==> src/u2u_pkg.sv <==
// Shared types and constants for the UTF-8 to UTF-16 decoder core.
// Used by u2u_decode, u2u_serial and utf8_to_utf16_decoder_core; no dependencies.
package u2u_pkg;

    localparam logic [15:0] REPL_UNIT     = 16'hFFFD;
    localparam logic [7:0]  LEAD_MIN      = 8'hC2;
    localparam logic [7:0]  LEAD_MAX      = 8'hF4;
    localparam logic [7:0]  LEAD_3B       = 8'hE0;
    localparam logic [7:0]  LEAD_ED       = 8'hED;
    localparam logic [7:0]  LEAD_4B       = 8'hF0;
    localparam logic [7:0]  CONT_LO       = 8'h80;
    localparam logic [7:0]  CONT_HI       = 8'hBF;
    localparam logic [7:0]  CONT_E0_LO    = 8'hA0;
    localparam logic [7:0]  CONT_ED_HI    = 8'h9F;
    localparam logic [7:0]  CONT_F0_LO    = 8'h90;
    localparam logic [7:0]  CONT_F4_HI    = 8'h8F;
    localparam logic [23:0] SUPP_BASE     = 24'h010000;
    localparam logic [5:0]  HI_SURR_TAG   = 6'b110110;
    localparam logic [5:0]  LO_SURR_TAG   = 6'b110111;
    localparam int          MAX_UNITS     = 3;

    typedef struct packed {
        logic [7:0] data_byte;
        logic       end_of_source;
    } t_in_item;

    typedef struct packed {
        logic [15:0] code_unit;
        logic        last_unit;
    } t_out_item;

    // Open sequence: lead byte (zero when none), bytes taken, payload bits.
    typedef struct packed {
        logic [7:0]  pending_lead;
        logic [1:0]  bytes_seen;
        logic [17:0] partial_bits;
    } t_seq_state;

    // All code units caused by one input byte.
    typedef struct packed {
        logic [1:0]                  count;
        logic [MAX_UNITS-1:0][15:0]  units;
        logic                        last;
    } t_unit_bundle;

endpackage

==> src/utf8_to_utf16_decoder_core.sv <==
// UTF-8 to UTF-16 decoder core with U+FFFD replacement at maximal subparts.
// Depends on u2u_pkg, u2u_decode and u2u_serial.
//
//   channel | direction | handshake                | payload
//   --------+-----------+--------------------------+----------------------------------
//   in      | input     | i_in_valid / o_in_stall   | i_in_data : data_byte, end_of_source
//   out     | output    | o_out_valid / i_out_stall | o_out_data: code_unit, last_unit
//
// One byte is accepted per cycle while o_in_stall is low; its zero to two code units
// appear in the next cycle and leave at one transaction per cycle unless i_out_stall is
// high. The one-entry unit register holds the next byte back until all units are taken.
// Reset (i_rst_n low at a clock edge) closes any open sequence and empties the output.
// o_in_stall rises only while units remain that will not all be delivered this cycle.
module utf8_to_utf16_decoder_core
    import u2u_pkg::*;
(
    input  logic      i_clk,
    input  logic      i_rst_n,
    input  logic      i_in_valid,
    output logic      o_in_stall,
    input  t_in_item  i_in_data,
    output logic      o_out_valid,
    input  logic      i_out_stall,
    output t_out_item o_out_data
);

    // Open UTF-8 sequence carried from one byte to the next.
    t_seq_state   r_seq;
    t_seq_state   n_seq;
    t_unit_bundle bundle;
    logic         free;
    logic         in_take;

    // A byte enters whenever the unit register is empty or drains this cycle.
    assign o_in_stall = !free;
    assign in_take    = i_in_valid && free;

    // The decode step is a short combinational path from the sequence register
    // and the incoming byte to the unit register.
    u2u_decode u_decode (
        .i_state  (r_seq),
        .i_item   (i_in_data),
        .o_bundle (bundle),
        .o_state  (n_seq)
    );

    always_ff @(posedge i_clk) begin
        if (!i_rst_n) begin
            r_seq <= '0;
        end else if (in_take) begin
            r_seq <= n_seq;
        end
    end

    // The unit register serializes the transaction's units onto the output.
    u2u_serial u_serial (
        .i_clk       (i_clk),
        .i_rst_n     (i_rst_n),
        .i_load      (in_take),
        .i_bundle    (bundle),
        .o_free      (free),
        .o_out_valid (o_out_valid),
        .i_out_stall (i_out_stall),
        .o_out_data  (o_out_data)
    );

    // The end of the source always closes the sequence.
    a_end_closes: assert property (@(posedge i_clk) disable iff (!i_rst_n)
        (in_take && i_in_data.end_of_source) |=> (r_seq.pending_lead == 8'h00))
        else $error("sequence left open after end of source");

endmodule

==> src/u2u_decode.sv <==
// Combinational UTF-8 step: sequence state plus one byte gives the code units
// and the next state. Depends on u2u_pkg.
module u2u_decode
    import u2u_pkg::*;
(
    input  t_seq_state   i_state,
    input  t_in_item     i_item,
    output t_unit_bundle o_bundle,
    output t_seq_state   o_state
);

    logic [7:0]  b;
    logic        open_seq;
    logic [7:0]  lo;
    logic [7:0]  hi;
    logic        cont_ok;
    logic [23:0] cp;
    logic [20:0] v;
    logic        seq_done;
    logic [17:0] lead_bits;
    logic [1:0]  cnt;
    t_seq_state  st;

    always_comb begin
        b        = i_item.data_byte;
        open_seq = (i_state.pending_lead != 8'h00);
        lo       = CONT_LO;
        hi       = CONT_HI;
        if (i_state.bytes_seen == 2'd1) begin
            if (i_state.pending_lead == LEAD_3B)      lo = CONT_E0_LO;
            else if (i_state.pending_lead == LEAD_ED) hi = CONT_ED_HI;
            else if (i_state.pending_lead == LEAD_4B) lo = CONT_F0_LO;
            else if (i_state.pending_lead == LEAD_MAX) hi = CONT_F4_HI;
        end
        cont_ok  = (b >= lo) && (b <= hi);
        cp       = {i_state.partial_bits, b[5:0]};
        v        = cp[20:0] - SUPP_BASE[20:0];
        seq_done = (i_state.pending_lead < LEAD_3B)
                 || ((i_state.pending_lead < LEAD_4B) && (i_state.bytes_seen >= 2'd2))
                 || (i_state.bytes_seen == 2'd3);
        if (b < LEAD_3B)      lead_bits = {13'd0, b[4:0]};
        else if (b < LEAD_4B) lead_bits = {14'd0, b[3:0]};
        else                  lead_bits = {15'd0, b[2:0]};

        cnt             = 2'd0;
        o_bundle.units  = '0;
        o_bundle.last   = i_item.end_of_source;
        st              = i_state;

        if (open_seq && cont_ok) begin
            if (seq_done) begin
                if (cp < SUPP_BASE) begin
                    o_bundle.units[0] = cp[15:0];
                    cnt = 2'd1;
                end else begin
                    o_bundle.units[0] = {HI_SURR_TAG, v[19:10]};
                    o_bundle.units[1] = {LO_SURR_TAG, v[9:0]};
                    cnt = 2'd2;
                end
                st = '0;
            end else begin
                st.bytes_seen   = i_state.bytes_seen + 2'd1;
                st.partial_bits = cp[17:0];
            end
        end else begin
            // A broken sequence is replaced first, then the byte starts over as a lead.
            if (open_seq) begin
                o_bundle.units[0] = REPL_UNIT;
                cnt = 2'd1;
                st  = '0;
            end
            if (!b[7]) begin
                o_bundle.units[cnt] = {8'h00, b};
                cnt = cnt + 2'd1;
            end else if ((b < LEAD_MIN) || (b > LEAD_MAX)) begin
                o_bundle.units[cnt] = REPL_UNIT;
                cnt = cnt + 2'd1;
            end else begin
                st.pending_lead = b;
                st.bytes_seen   = 2'd1;
                st.partial_bits = lead_bits;
            end
        end

        // An unfinished sequence at the end of the source gives one replacement.
        if (i_item.end_of_source && (st.pending_lead != 8'h00)) begin
            o_bundle.units[cnt] = REPL_UNIT;
            cnt = cnt + 2'd1;
            st  = '0;
        end

        o_bundle.count = cnt;
        o_state        = st;
    end

endmodule

==> src/u2u_serial.sv <==
// Result register that holds the code units of one byte and hands them out
// one transaction at a time. Depends on u2u_pkg.
module u2u_serial
    import u2u_pkg::*;
(
    input  logic         i_clk,
    input  logic         i_rst_n,
    input  logic         i_load,
    input  t_unit_bundle i_bundle,
    output logic         o_free,
    output logic         o_out_valid,
    input  logic         i_out_stall,
    output t_out_item    o_out_data
);

    logic [1:0]                 r_cnt;
    logic [1:0]                 r_idx;
    logic [MAX_UNITS-1:0][15:0] r_units;
    logic                       r_last;
    logic                       taken;
    logic                       final_take;

    assign o_out_valid          = (r_cnt != 2'd0);
    assign taken                = o_out_valid && !i_out_stall;
    assign final_take           = taken && (r_idx == r_cnt - 2'd1);
    assign o_free               = !o_out_valid || final_take;
    assign o_out_data.code_unit = r_units[r_idx];
    assign o_out_data.last_unit = r_last && (r_idx == r_cnt - 2'd1);

    always_ff @(posedge i_clk) begin
        if (!i_rst_n) begin
            r_cnt <= 2'd0;
            r_idx <= 2'd0;
        end else if (i_load) begin
            r_cnt <= i_bundle.count;
            r_idx <= 2'd0;
        end else if (final_take) begin
            r_cnt <= 2'd0;
            r_idx <= 2'd0;
        end else if (taken) begin
            r_idx <= r_idx + 2'd1;
        end
    end

    always_ff @(posedge i_clk) begin
        if (i_load) begin
            r_units <= i_bundle.units;
            r_last  <= i_bundle.last;
        end
    end

    a_idx_in_range: assert property (@(posedge i_clk) disable iff (!i_rst_n)
        (r_cnt != 2'd0) |-> (r_idx < r_cnt))
        else $error("unit index beyond bundle count");

    a_load_only_when_free: assert property (@(posedge i_clk) disable iff (!i_rst_n)
        i_load |-> o_free)
        else $error("bundle loaded over undelivered units");

    a_load_starts_at_zero: assert property (@(posedge i_clk) disable iff (!i_rst_n)
        i_load |=> ((r_idx == 2'd0) && (r_cnt == $past(i_bundle.count))))
        else $error("loaded bundle does not start at its first unit");

    a_stall_holds: assert property (@(posedge i_clk) disable iff (!i_rst_n)
        (o_out_valid && i_out_stall && !i_load) |=> ($stable(r_idx) && $stable(r_cnt)))
        else $error("unit position moved while output stalled");

endmodule

==> config.mk <==
export PLATFORM = sky130hd
export DESIGN_NAME = utf8_to_utf16_decoder_core
export DESIGN_NICKNAME = d
export VERILOG_FILES = /design/src/u2u_pkg.sv /design/src/utf8_to_utf16_decoder_core.sv /design/src/u2u_decode.sv /design/src/u2u_serial.sv
export SDC_FILE = /design/constraint.sdc
export NUM_CORES = 1
export LEC_CHECK = 0
export BUFFER_PORTS_ARGS = -buffer_cell sky130_fd_sc_hd__buf_2
export CORE_UTILIZATION = 40
export DETAILED_ROUTE_END_ITERATION = 8
export SYNTH_ARGS = -nofsm -noshare
export SYNTH_HDL_FRONTEND = slang
export SYNTH_SLANG_ARGS = --single-unit
==> constraint.sdc <==
create_clock -name i_clk -period 10.7 [get_ports i_clk]
set_input_delay 2.14 -clock i_clk [delete_from_list [all_inputs] [get_ports i_clk]]
set_output_delay 2.14 -clock i_clk [all_outputs]
set_load 0.02 [all_outputs]
==> results.md, run 1 <==
* CP most frequent cell: ha_1
* Final period util at 45.9%
* Post-route cell area at 3820 µm²
* Gr ovfl total at 0
* Largest stage delay, worst path at 0.47 ns
* CP bufs+invs at 1
* Die width at 94.8 µm
* Diodes inserted at 0
* Relative slew slack at 41.4%
* CTS sink count at 62
* Drt drc at 0
* CTS hold repair buffers at 0
* CTS resizes at 0
* Final Max Tran Viols at 0
* RSZ-0062 raised after global routing: false
* CTS root buf: clkbuf_8
* Comb power frac at 21.0%
* Non-Filler Instances at 475
* CP max-delay cell: o41ai_1
* EDFF count, synth at 30
* Vias at 2669
* CTS tree: done
* Syn_area_per_cell at 10.1 µm²
* Fin crit period at 4.92 ns
* Internal power at 431 µW
* Layout cell share with drive strength beyond 1 at 17.6%
* Compound-Gate Fraction of Synth Area at 25.0%
* Post-synth cell types at 66
* Rows at 33
* Sequential share of power at 46.2%
* Switch share at 30.6%
* Setup total negative slack at 0 ns
* CTS max path bufs at 2
* Vias in the first global route at 2516
* CTS H-Tree Depth at 3
* Initial antenna violation count at 0
* PD cells at 162 nW/µm²
* Fin worst setup slack at 5.78 ns
* Largest net degree at the start of global routing at 32
* Gpl congestion at 0.866
* Endpoints failing hold at 0
* Port Buf Inserts at 31
* Final HPWL DP at 5780 µm
* CP Capture Type: register
* Critical path arrival at 5.01 ns
* Core box area at 8260 µm²
* Main combinational cell family by area after synthesis: compound AO/OA/AOI/OAI gates
* Crit-path max FO at 11
* Synth Area in Adders at 5.09%
* Final Net Count at 392
* Worst Clk Skew at 0.00829 ns
* TritonRoute pass-1 iters at 4
* Syn nets at 367
* Setup bufs post-CTS at 0
* Mapped cell area at 3440 µm²
* Simple-gate portion of the synthesized area at 14.8%
* Psw at 190 µW
* Least-Margin Pin Slew at 0.878 ns
* XOR/XNOR Fraction of Synth Area at 1.78%
* Drt total wl at 7980 µm
* Max Clock Freq at 203 MHz
* Post-layout util at 46.2%
* CP Launch Type: primary input
* Pleak at 1.55 nW
* Worst Hold Class: reg2reg
* Synthesized flop and latch total at 62
* Effective utilization at floorplan at 41.7%
* CP cell instances: buf_2 -> ha_1 -> nor4bb_2 -> a221oi_4 -> o41ai_1 -> and2_1 -> a31oi_1 -> ha_1 -> a22o_4 -> a221o_1
* CP Data Required Time at 10.79 ns
* Clock share of power at 32.8%
* Crit Path Class: in2reg
* Clk Latency, worst-skew pair at 0.35 ns
* Area growth syn-to-layout at 10.9%
* DP Cell Count at 459
* Post-synth top flop: dfxtp_1
* Crit path max-delay family: compound AO/OA/AOI/OAI gates
* CTS buffer count at 9
* Multiplexer share of the synthesized area at 3.20%
* Initial DRC count at 136
* Routed Antenna Nets at 0
* Worst hold slack at 0.481 ns
* Fill cells at 808
* Worst vdd ir at 0.0000568 V
* Syn Inst Count at 340
* Die Y at 94.8 µm
* Worst slack, placed at 5.48 ns
* GRT Overall Usage at 19.6%
* Count of final setup violators at 0
* Outcome: finished clean
* Asr flop ratio synth at 0%
* Sequential area share after synthesis at 44.8%
* Synth warn at 0
* First-pass GRT wire length at 13100 µm
* Max Cap Violations at 0
* Clock transition at path regs at 0.07 ns
* Die ar. at 8980 µm²
* Pwr Total at 620 µW
* Io pins at 32
* DP Area at 3630 µm²
* Routed WL per cell at 16.8 µm
* Vias per cell at 5.62
-- cell type report --
type                    instances  area (µm²)  area share (%)
clock inverters                 6        61.3            1.61
clock buffers                  10         128            3.34
inverters                      21        78.8            2.06
multi-input cells             239        1720            44.9
flip-flops and latches         62        1540            40.4
repair buffers                 32         163            4.26
well taps                     105         131            3.44
-- synthesized netlist by cell type, types with 9 or more instances --
cell      count  area share (%)
and2_1        9             1.6
edfxtp_1     30              26
nor2_1       23             2.5
inv_1        19             2.1
ha_1         14             5.1
dfxtp_1      32              19
a21o_1       12             2.6
a22o_1       21             5.3
mux2i_1      11             3.2
o21ai_0      22             3.2
a21oi_1      12             1.7
o21ai_1      11             1.6
nand2_1      24             2.6
-- final timing paths --
path,startpoint,to,slack (ns),cells past startpoint
worst min-delay path,r_seq[16],r_seq[16],0.48,1
worst max-delay path,i_in_data[6],u_serial.r_units[4],5.78,10
worst max register to register,r_seq[20],u_serial.r_units[4],6.47,11
worst min register to register,r_seq[16],r_seq[16],0.48,1
-- routing by layer --
layer  wire [µm]  up-vias  GRT usage, %  share of wire [%]
met5           0        -             0                  0
met4         250        0          9.72                3.1
met2        3480       80          29.1                 44
met3         470       23          3.95                5.9
met1        3780     1247          26.9                 47
li1            -     1319             -                  -
-- state kept, by name (all words and copies together) (netlist names) --
name / cells
r_seq: 28
u_serial.r_idx: 2
u_serial.r_units: 29
u_serial.r_last: 1
u_serial.r_cnt: 2
-- power groups by stage --
stage,clock (mW),sequential [mW],combinational (mW)
6_report,0.203,0.287,0.130
5_1_grt,0.216,0.289,0.146
3_5_place_dp,0,0.292,0.131
2_1_floorplan,0,0.287,0.0997
3_3_place_gp,0,0.292,0.129
4_1_cts,0.206,0.287,0.131
-- placed cells by master (no fill, tap or decap), types with 5 or more instances in the layout --
cell type	instances
ha_1	14
nor3_1	5
a21oi_1	12
edfxtp_1	30
a221o_1	5
and2_1	9
buf_2	31
a21o_1	12
a22o_1	21
mux2i_1	11
o21ai_0	22
dfxtp_1	32
clkbuf_8	9
nor2_1	23
nand2_1	24
o21ai_1	11
inv_1	19
-- cell families (layout without fill, tap and decap cells) --
kind of cell | count (synthesis) | count (layout)
compound gates | 112 | 112
xor+xnor | 7 | 7
fa+ha+maj | 14 | 14
buf+inv | 39 | 69
flops | 62 | 62
mux | 11 | 11
simple gates | 95 | 95
No activity file was read; power rests on OpenSTA's default activity.
==> run 2, diff against run 1 <==
- clock period: 10.7 -> 4.4 ns (I/O delays scaled with it)
==> run 2 against run 1 <==
Compared with the run above: global-route usage shrank 0.46 points; wire length shrank 1.1%; clock-buffer cell count shrank 1.
==> results.md, run 2 (synthesis results as in run 1) <==
* CTS resizes at 0 (unchanged)
* Crit Path Class: reg2reg
* Die width at 94.8 µm (unchanged)
* Worst hold slack at 0.482 ns (+0.00141 ns)
* Post-layout util at 46.8% (+0.55 points)
* Io pins at 32 (unchanged)
* Post-route cell area at 3860 µm² (+1.2%)
* CTS sink count at 62 (unchanged)
* Routed Antenna Nets at 0 (unchanged)
* CP Launch Type: register
* Gpl congestion at 0.878 (+1.4%)
* Fill cells at 812 (+0.50%)
* CTS H-Tree Depth at 3 (unchanged)
* Drt total wl at 7890 µm (-1.1%)
* Die Y at 94.8 µm (unchanged)
* Final Max Tran Viols at 0 (unchanged)
* DP Cell Count at 463 (+0.87%)
* Initial DRC count at 100 (-26%)
* Clk Latency, worst-skew pair at 0.34 ns (about the same)
* Regs by FF count: u_serial.r_units x29, r_seq x28
* Routed WL per cell at 16.5 µm (-2.0%)
* Fin crit period at 4.13 ns
* Worst Hold Class: reg2reg
* Footprint of the multi-input gates at 1720 µm² (unchanged)
* Worst vdd ir at 0.000163 V (+190%)
* Count of final setup violators at 0 (unchanged)
* Least-Margin Pin Slew at 0.771 ns (-0.107 ns)
* Vias per cell at 5.59 (-0.50%)
* Max FFs per register at 29 (unchanged)
* Non-Filler Instances at 479 (+0.84%)
* Pwr Total at 1.53 mW (+150%)
* Endpoints failing hold at 0 (unchanged)
* CTS root buf: clkbuf_8
* Largest net degree at the start of global routing at 32 (unchanged)
* Most frequent cells in the layout: 32 x dfxtp_1, 31 x buf_2, 30 x edfxtp_1
* Max Clock Freq at 242 MHz
* DP Area at 3660 µm² (+0.83%)
* Commonest non-fill, non-tap cell in the layout: dfxtp_1
* GRT Overall Usage at 19.1% (-0.46 points)
* Final period util at 94.0%
* Diodes inserted at 0 (unchanged)
* Setup bufs post-CTS at 0 (unchanged)
* Worst slack, placed at 0.318 ns (-5.16 ns)
* TritonRoute pass-1 iters at 4 (unchanged)
* Layout cell share with drive strength beyond 1 at 19.3% (+1.7 points)
* Worst Clk Skew at 0.0107 ns (+0.00238 ns)
* CP Capture Type: register
* First-pass GRT wire length at 12800 µm (-2.5%)
* Die ar. at 8980 µm² (unchanged)
* Pleak at 1.58 nW (+2.0%)
* Drt drc at 0 (unchanged)
* Final Net Count at 396 (+1.0%)
* CTS hold repair buffers at 0 (unchanged)
* Register area at 1540 µm² (unchanged)
* CTS tree: done
* Initial antenna violation count at 0 (unchanged)
* Crit-path max FO at 7 (-4)
* Max Cap Violations at 0 (unchanged)
* Reg with most FFs: u_serial.r_units
* Critical path arrival at 4.23 ns (-0.78 ns)
* Fin worst setup slack at 0.265 ns (-5.52 ns)
* CP Data Required Time at 4.49 ns (-6.30 ns)
* Core box area at 8260 µm² (unchanged)
* Vias at 2678 (+0.34%)
* CTS buffer count at 9 (unchanged)
* Area growth syn-to-layout at 12.2%
* Vias in the first global route at 2481 (-1.4%)
* Outcome: finished clean
* Setup total negative slack at 0 ns (unchanged)
* Effective utilization at floorplan at 41.7% (unchanged)
* Gr ovfl total at 0 (unchanged)
* Rows at 33 (unchanged)
* PD cells at 397 nW/µm² (+140%)
* Relative slew slack at 48.6% (+7.2 points)
* Clock transition at path regs at 0.08 ns (about the same)
* CTS max path bufs at 2 (unchanged)
* Final HPWL DP at 5810 µm (+0.63%)
* RSZ-0062 raised after global routing: false
* Port Buf Inserts at 31 (unchanged)
-- run 2: critical path, stage by stage (launching register included) --
cell	delay [ns]
dfxtp_1	0.33
or4_1	0.59
or3_1	0.34
ha_1	0.34
nor4bb_2	0.40
a221oi_4	0.16
o41ai_1	0.46
and2_1	0.31
a31oi_1	0.13
ha_1	0.27
a22o_4	0.28
a221o_1	0.27
-- run 2: area by class of cell --
cell class              count  area share (%)
clock inverters             7            2.07
repair buffers             36            4.99
clock buffers               9            3.21
well taps                 105            3.40
inverters                  21            2.04
flip-flops and latches     62            39.9
multi-input cells         239            44.4
-- run 2: worst paths after layout --
kind | startpoint | to | slack, ns | depth (start not counted)
setup / recovery | r_seq[20] | u_serial.r_units[0] | 0.27 | 11
hold / removal | r_seq[16] | r_seq[16] | 0.48 | 1
setup reg to reg | r_seq[20] | u_serial.r_units[0] | 0.27 | 11
hold reg to reg | r_seq[16] | r_seq[16] | 0.48 | 1
-- run 2: power breakdown --
group | switching, mW | internal (mW)
registers | 0.0168 | 0.674
clock network | 0.250 | 0.268
logic | 0.210 | 0.114
-- run 2: per-layer routing --
| layer | share of wire [%] | GRT usage (%) |
|---|---|---|
| met1 | 49 | 25.2 |
| met2 | 45 | 30.5 |
| met3 | 4.5 | 3.78 |
| met4 | 2.3 | 8.08 |
| met5 | 0 | 0 |
